`src/design/hds_pkg.sv`:
```
package hds_pkg;

  localparam int GRID_SIZE = 128;
  localparam int IDX_W     = $clog2(GRID_SIZE);
  localparam int ADDR_W    = 2 * IDX_W;
  localparam int TEMP_W    = 24;
  localparam int ALPHA_W   = 15;
  localparam int STEPS_W   = 16;
  localparam int COORD_W   = 7;
  localparam int FRAC_W    = 16;
  localparam int N_TAPS    = 5;
  localparam int TAP_W     = $clog2(N_TAPS + 2);

  localparam logic [ADDR_W-1:0]  LAST_CELL = '1;
  localparam logic [TEMP_W-1:0]  TEMP_MAX  = '1;
  localparam logic [STEPS_W-1:0] STEPS_RST = 16'd100;
  localparam logic [ALPHA_W-1:0] ALPHA_RST = 15'd6554;
  localparam logic [TEMP_W-1:0]  SRC_RST   = 24'd6553600;

  // Heat source rectangles, half-open row and column ranges
  localparam int N_SRC = 3;
  localparam int SRC_R0 [N_SRC] = '{15, 65, 35};
  localparam int SRC_R1 [N_SRC] = '{25, 75, 55};
  localparam int SRC_C0 [N_SRC] = '{15, 65, 75};
  localparam int SRC_C1 [N_SRC] = '{25, 75, 85};

  // Stencil taps in read order
  localparam int TAP_C = 0;
  localparam int TAP_N = 1;
  localparam int TAP_S = 2;
  localparam int TAP_W_ = 3;
  localparam int TAP_E = 4;

  typedef enum logic [1:0] {
    ACT_WRITE = 2'd0,
    ACT_RUN   = 2'd1,
    ACT_READ  = 2'd2
  } action_e;

  typedef enum logic {
    KIND_RUN  = 1'b0,
    KIND_READ = 1'b1
  } kind_e;

  typedef enum logic [1:0] {
    CFG_STEPS = 2'd0,
    CFG_ALPHA = 2'd1,
    CFG_SRC   = 2'd2
  } cfg_idx_e;

  typedef enum logic [3:0] {
    S_CLEAR,
    S_IDLE,
    S_FORCE,
    S_RD,
    S_ALU,
    S_WR,
    S_MM,
    S_MMT,
    S_DONE
  } state_e;

  typedef struct packed {
    logic [1:0]         action;
    logic [COORD_W-1:0] row;
    logic [COORD_W-1:0] col;
    logic [TEMP_W-1:0]  cell_value;
  } cmd_t;

  typedef struct packed {
    logic              kind;
    logic [TEMP_W-1:0] out_value;
    logic [TEMP_W-1:0] min_value;
    logic [TEMP_W-1:0] max_value;
  } res_t;

  typedef struct packed {
    logic              we;
    logic              wbank;
    logic [ADDR_W-1:0] waddr;
    logic [TEMP_W-1:0] wdata;
    logic              re;
    logic              rbank;
    logic [ADDR_W-1:0] raddr;
  } mem_req_t;

  function automatic logic is_source(logic [IDX_W-1:0] r, logic [IDX_W-1:0] c);
    logic hit;
    hit = 1'b0;
    for (int k = 0; k < N_SRC; k++) begin
      if (int'(r) >= SRC_R0[k] && int'(r) < SRC_R1[k] &&
          int'(c) >= SRC_C0[k] && int'(c) < SRC_C1[k]) begin
        hit = 1'b1;
      end
    end
    return hit;
  endfunction

endpackage

```
`src/design/hds_stencil_alu.sv`:
```
module hds_stencil_alu (
  input  logic                         clk_i,
  input  logic                         rst_ni,
  input  logic                         start_i,
  input  logic [hds_pkg::ALPHA_W-1:0]  alpha_i,
  input  logic [hds_pkg::TEMP_W-1:0]   tap_c_i,
  input  logic [hds_pkg::TEMP_W-1:0]   tap_n_i,
  input  logic [hds_pkg::TEMP_W-1:0]   tap_s_i,
  input  logic [hds_pkg::TEMP_W-1:0]   tap_w_i,
  input  logic [hds_pkg::TEMP_W-1:0]   tap_e_i,
  output logic                         done_o,
  output logic [hds_pkg::TEMP_W-1:0]   result_o
);
  import hds_pkg::*;

  localparam int SUM_W  = TEMP_W + 2;
  localparam int LAP_W  = TEMP_W + 4;
  localparam int PROD_W = LAP_W + ALPHA_W + 1;
  localparam int SH_W   = PROD_W - FRAC_W;
  localparam int V_W    = SH_W + 2;

  logic [SUM_W-1:0]         sum;
  logic signed [LAP_W-1:0]  lap_d;
  logic signed [LAP_W-1:0]  lap_q;
  logic signed [PROD_W-1:0] prod_q;
  logic signed [V_W-1:0]    v;
  logic [TEMP_W-1:0]        c1_q, c2_q, res_q;
  logic [2:0]               vld_q;

  assign sum   = SUM_W'(tap_n_i) + SUM_W'(tap_s_i) + SUM_W'(tap_w_i) + SUM_W'(tap_e_i);
  assign lap_d = $signed(LAP_W'(sum)) - $signed(LAP_W'({tap_c_i, 2'b00}));

  // Arithmetic shift of the product floors it toward minus infinity
  assign v = $signed(V_W'(c2_q)) + V_W'($signed(prod_q[PROD_W-1:FRAC_W]));

  always_ff @(posedge clk_i) begin
    if (start_i) begin
      lap_q <= lap_d;
      c1_q  <= tap_c_i;
    end
    if (vld_q[0]) begin
      prod_q <= PROD_W'($signed({1'b0, alpha_i})) * PROD_W'(lap_q);
      c2_q   <= c1_q;
    end
    if (vld_q[1]) begin
      if (v < 0) begin
        res_q <= '0;
      end else if (v > $signed(V_W'(TEMP_MAX))) begin
        res_q <= TEMP_MAX;
      end else begin
        res_q <= v[TEMP_W-1:0];
      end
    end
  end

  always_ff @(posedge clk_i or negedge rst_ni) begin
    if (!rst_ni) begin
      vld_q <= '0;
    end else begin
      vld_q <= {vld_q[1:0], start_i};
    end
  end

  assign done_o   = vld_q[2];
  assign result_o = res_q;

endmodule
```
`config.mk`:
```
export PLATFORM = sky130hd
export DESIGN_NAME = hds_stencil_alu
export DESIGN_NICKNAME = d
export VERILOG_FILES = /design/src/design/hds_pkg.sv /design/src/design/hds_stencil_alu.sv
export SDC_FILE = /design/constraint.sdc
export NUM_CORES = 1
export LEC_CHECK = 0
export BUFFER_PORTS_ARGS = -buffer_cell sky130_fd_sc_hd__buf_2
export CAP_MARGIN = 20
export CORE_MARGIN = 2
export CORE_UTILIZATION = 50
export CTS_BUF_LIST = sky130_fd_sc_hd__clkbuf_8
export DETAILED_ROUTE_END_ITERATION = 8
export GPL_TIMING_DRIVEN = 0
export HOLD_SLACK_MARGIN = 0.1
export PLACE_DENSITY = 0.68
export SYNTH_ARGS = -nofsm -noshare
export SYNTH_HDL_FRONTEND = slang
export SYNTH_SLANG_ARGS = --single-unit
```
`constraint.sdc`:
```
create_clock -name clk_i -period 10.2 [get_ports clk_i]
set_input_delay 2.04 -clock clk_i [delete_from_list [all_inputs] [get_ports clk_i]]
set_output_delay 2.04 -clock clk_i [all_outputs]
set_load 0.01 [all_outputs]
```
# --- After elaboration in Yosys (flattened, before gate mapping) ---
# Index checks and enable logic that the tools add are counted.
# W data, S select, Z words.
totals:
  out_inout_bits: 25
  in_bits: 138
  word_cells: 15
  regBits: 146
op_classes:
  multipliers: 1
  order_cmp: 2
  add_sub_neg: 5
  mux: 1
op_table:
  columns: ["operator", "count"]
  rows:
  - ["$mul A16 B27 Y43", 1]
  - ["$add A25 B28 Y29", 1]
  - ["$gt A29 B25 Y1 const B", 1]
  - ["$lt A29 B1 Y1 const B", 1]
  - ["$sub A26 B26 Y27", 1]
  - ["$add A25 B24 Y26", 1]
  - ["$add A26 B24 Y26", 1]
  - ["$add A24 B24 Y25", 1]
  - ["$mux W24", 1]

# --- Longest topological paths before layout ---
depth:
  word_depth: 4
  depth_mapped: 25
  ltp_nobuf: 24

# --- Worst setup path before layout ---
# No wires, ideal clock.
synth_timing:
  path_kind: "input -> register"
  startpoint: "input port alpha_i[7] in the netlist's numbering"
  endpoint: "register prod_q[25] (data pin)"
  setup_slack_ns: 2.182
  cell_stages: 24
  arrival_ns: 7.759
  n_path_buf: 2
  cell_sequence: "clkbuf_1 -> clkbuf_1 -> nand2_1 -> fa_1 -> inv_1 -> fa_1 -> inv_1 -> fa_1 -> inv_1 -> fa_1 -> fa_1 -> inv_1 -> fa_1 -> inv_1 -> ha_1 -> a211oi_1 -> o21ai_0 -> o221ai_1 -> o21ai_1 -> or4_1 -> o2111a_1 -> o21a_1 -> nor2_1 -> xnor2_1"
synth_between:
  elab_chain_cells: 1
synth_lines:
  columns: ["item", "line_no", "text"]
  rows:
  - ["start: declaration", "hds_stencil_alu.sv:5", "input logic [hds_pkg::ALPHA_W-1:0] alpha_i,"]
  - ["$mul A16 B27 Y43", "hds_stencil_alu.sv:42", "prod_q <= PROD_W'($signed({1'b0, alpha_i})) * PROD_W'(lap_q);"]
  - ["end signal: assignment", "hds_stencil_alu.sv:42", null]
  - ["end: declaration", "hds_stencil_alu.sv:25", "logic signed [PROD_W-1:0] prod_q;"]
# No other way between the ends.
# A chain may end at the register's enable or synchronous reset.

# --- Final worst setup path ---
layout_timing:
  startpoint: "input port alpha_i[2] in the netlist's numbering"
  endpoint: "register prod_q[42] (data pin)"
# Same word-level chain as after synthesis.

==> flow_metrics.py <==
metrics = {
    "routing": {
        "routedWlPerCell_um": 18.55,
        "drt_pass1_iterations": 7,
        "vias_per_cell": 5.209,
        "vias": 15310,
        "remaining_drc_errors": 0,
        "drtAntennaViolNets": 0,
        "drt-total-wl_um": 54520,
        "drtIter0Drc": 941,
    },
    "clock_network": {
        "clock-sinks": 129,
        "h-tree-depth": 4,
        "clk_pin_slew_ps": 70,
        "post_cts.repair.setup_buffers": 0,
        "holdBufCountCts": 0,
        "cts_made_buffers": 17,
        "cts_resized": 0,
        "clk_latency_ps": 440,
        "clockRootBuffer": "clkbuf_8",
        "cts_tree": "built",
        "clk_path_buf_depth": 2,
    },
    "worst_setup_path": {
        "path_cells": "clkbuf_1, clkbuf_1, nand2_1, fa_1, fa_1, fa_1, inv_1, fa_1, fa_1, inv_1, fa_1, inv_1, ha_1, o211ai_1, a21boi_2, nand4_1, o21a_1, or4_1, a21oi_2, a2111oi_1, nor3_2, xnor2_1",
        "start_kind": "primary input",
        "end_kind": "flip-flop",
        "critPathKind": "in2reg",
        "r2r-start": "lap_q[10]",
        "cp_slowest_cell": "clkbuf_1",
        "cp-startpoint": "alpha_i[2]",
        "critical_path.max_stage_delay_ps": 770,
        "path_max_fanout": 10,
        "cp.arrival_ps": 9300,
        "cp_common_cell": "fa_1",
        "crit_required_ps": 10420,
    },
    "sta": {
        "slew_viol_final": 0,
        "fin_crit_ps": 9074,
        "maxSlewHeadroom_pct": 30.23,
        "setup_violations": 0,
        "hold_viol_final": 0,
        "min_period_over_period_pct": 88.96,
        "skew_ps": 13.96,
        "setup_tns_ps": 0,
        "max_freq_ghz": 0.1102,
        "worst_pin_slew_ps": 1046,
        "rsz0062_at_grt": "no",
    },
    "global_route": {
        "grt_use_total_pct": 25.53,
        "grt_pass1_wl_um": 87350,
        "grt_overflow": 0,
        "antenna_found_initial": 4,
        "grt_max_degree": 36,
        "grt_pass1_vias": 16820,
    },
    "finish": {
        "fillCellCount": 3900,
        "drive_gt1_share_pct": 9.002,
        "num_antenna_cells": 0,
        "multiInputGateArea_sq_um": 15830,
        "nets": 3096,
        "area_delta_synth_final_pct": 8.564,
        "ff_latch_area_sq_um": 3860,
    },
    "worst_hold_path": {
        "hp-start": "c1_q[18]",
        "hold_class": "reg2reg",
    },
    "synthesis": {
        "synth_top_area_cell": "fa_1",
        "syn_nets": 2922,
        "synthesis.area_sq_um": 21940,
        "ys_async_sr_fraction_pct": 2.326,
        "ys_warn_count": 0,
        "synth_top_area_share_pct": 41.78,
        "yosysSeqAreaShare_pct": 17.58,
        "ys_ff_latch": 129,
        "synthCells": 2170,
        "avgSynthCellArea_sq_um": 10.11,
        "synth_edf_count": 126,
        "ys_types": 63,
        "synthFlopType": "edfxtp_1",
        "synthTopCellsByArea": "fa_1, edfxtp_1, inv_1, ha_1, and2_1",
    },
    "floorplan": {
        "die-area_sq_um": 45580,
        "io_pins": 163,
        "die_x_um": 213.5,
        "coreArea_sq_um": 43170,
        "start_util_pct": 50.83,
        "dieHeight_um": 213.5,
        "rows": 76,
    },
    "outcome": {
        "status": "finished, final reports clean",
    },
    "placement": {
        "placement.io_buffers": 153,
        "dp_hpwl_um": 46740,
        "place_congestion": 0.9209,
    },
    "job": {
        "maxCapViolations": 0,
    },
}
==> cell usage after synthesis, drive strengths merged (2+ instances only) <==
| master | number |
|---|---|
| nor4 | 3 |
| a21o | 40 |
| and3 | 5 |
| o21a | 9 |
| edfxtp | 126 |
| buf | 3 |
| and2 | 189 |
| ha | 156 |
| a31oi | 3 |
| o211a | 2 |
| xnor2 | 53 |
| o211ai | 2 |
| nand2b | 5 |
| or2 | 3 |
| nand4 | 8 |
| o21ai | 36 |
| a221oi | 2 |
| nor2 | 45 |
| o41ai | 2 |
| a2111oi | 3 |
| fa | 458 |
| dfrtp | 3 |
| or4 | 2 |
| clkbuf | 67 |
| o21bai | 10 |
| nor2b | 8 |
| o221ai | 4 |
| a31o | 2 |
| and4 | 2 |
| inv | 527 |
| a21boi | 4 |
| a21oi | 70 |
| nand3 | 8 |
| xor2 | 20 |
| a211oi | 7 |
| o31ai | 4 |
| nor3 | 10 |
| a211o | 3 |
| nand2 | 254 |
==> sequential cells by signal (all words and copies together), names as in the netlist <==
name	flops
prod_q	27
c2_q	24
result_o	24
lap_q	27
vld_q	3
c1_q	24
==> logic make-up (layout without fill, tap and decap cells) <==
group / after synthesis / after routing / synth area share (%)
fa+ha+maj: 614 / 614 / 50.68
simple gates: 546 / 546 / 12.16
xor+xnor: 73 / 73 / 2.914
flops: 129 / 129 / 17.58
compound gates: 210 / 210 / 6.335
buf+inv: 597 / 782 / 10.29
mux: 1 / 1 / 0.04561
==> worst max-delay path, delay by kind of cell <==
kind,cells,cell delay (ps)
and+or+nand+nor,4,1110
adders and majority gates,7,3380
buffers and inverters,5,1450
AOI/OAI and AO/OA,5,1070
xor gates and xnor gates,1,220
==> cell usage in the layout, fill, tap and decap left out, types with 23 or more instances in the layout <==
cell / instances
a21o_1: 23
a21oi_1: 69
xnor2_1: 53
o21ai_0: 33
clkbuf_1: 67
nand2_1: 254
edfxtp_1: 126
fa_1: 458
inv_1: 530
and2_1: 188
buf_2: 154
nor2_1: 45
ha_1: 156
==> metrics by stage <==
step	setup WS (ps)	hold WS (ps)	instances	cell area (sq um)	util (%)
after floorplan	2182	400.3	2170	21940	-
after global placement	1061	402.3	2908	23440	54.30
after detailed placement	796.9	405.2	2910	23480	54.40
after CTS	1247	417.5	2940	23820	55.18
after global routing	960.1	423.5	2940	23820	55.18
final	1126	419.0	2940	23820	55.18
==> per-layer routing <==
layer,vias up,GRT usage (%),part of all wire (%)
met5,-,0,0.050
met3,117,3.940,6.6
met1,7742,31.99,38
li1,6911,-,-
met2,539,44.56,51
met4,4,10.03,4.2
==> final timing paths <==
path / depth (start not counted) / slack (ps) / to
min in group asynchronous: 1 / 1380 / vld_q[2]
worst min register to register: 0 / 420 / c2_q[18]
max in group asynchronous: 1 / 8700 / vld_q[0]
worst max register to register: 21 / 2900 / prod_q[42]
worst min-delay path: 0 / 420 / c2_q[18]
worst max-delay path: 22 / 1130 / prod_q[42]
==> final cells by class <==
cell class              instances  area share (%)
clock buffers                  17          0.9821
flip-flops and latches        129           16.20
repair buffers                155           3.382
multi-input cells            1444           66.44
plain buffers                  70           1.171
inverters                     527           8.303
clock inverters                13          0.4464
well taps                     585           3.072
Power is not shown: default switching activity piles up to over one toggle a cycle in this logic, so the estimate is an artifact.
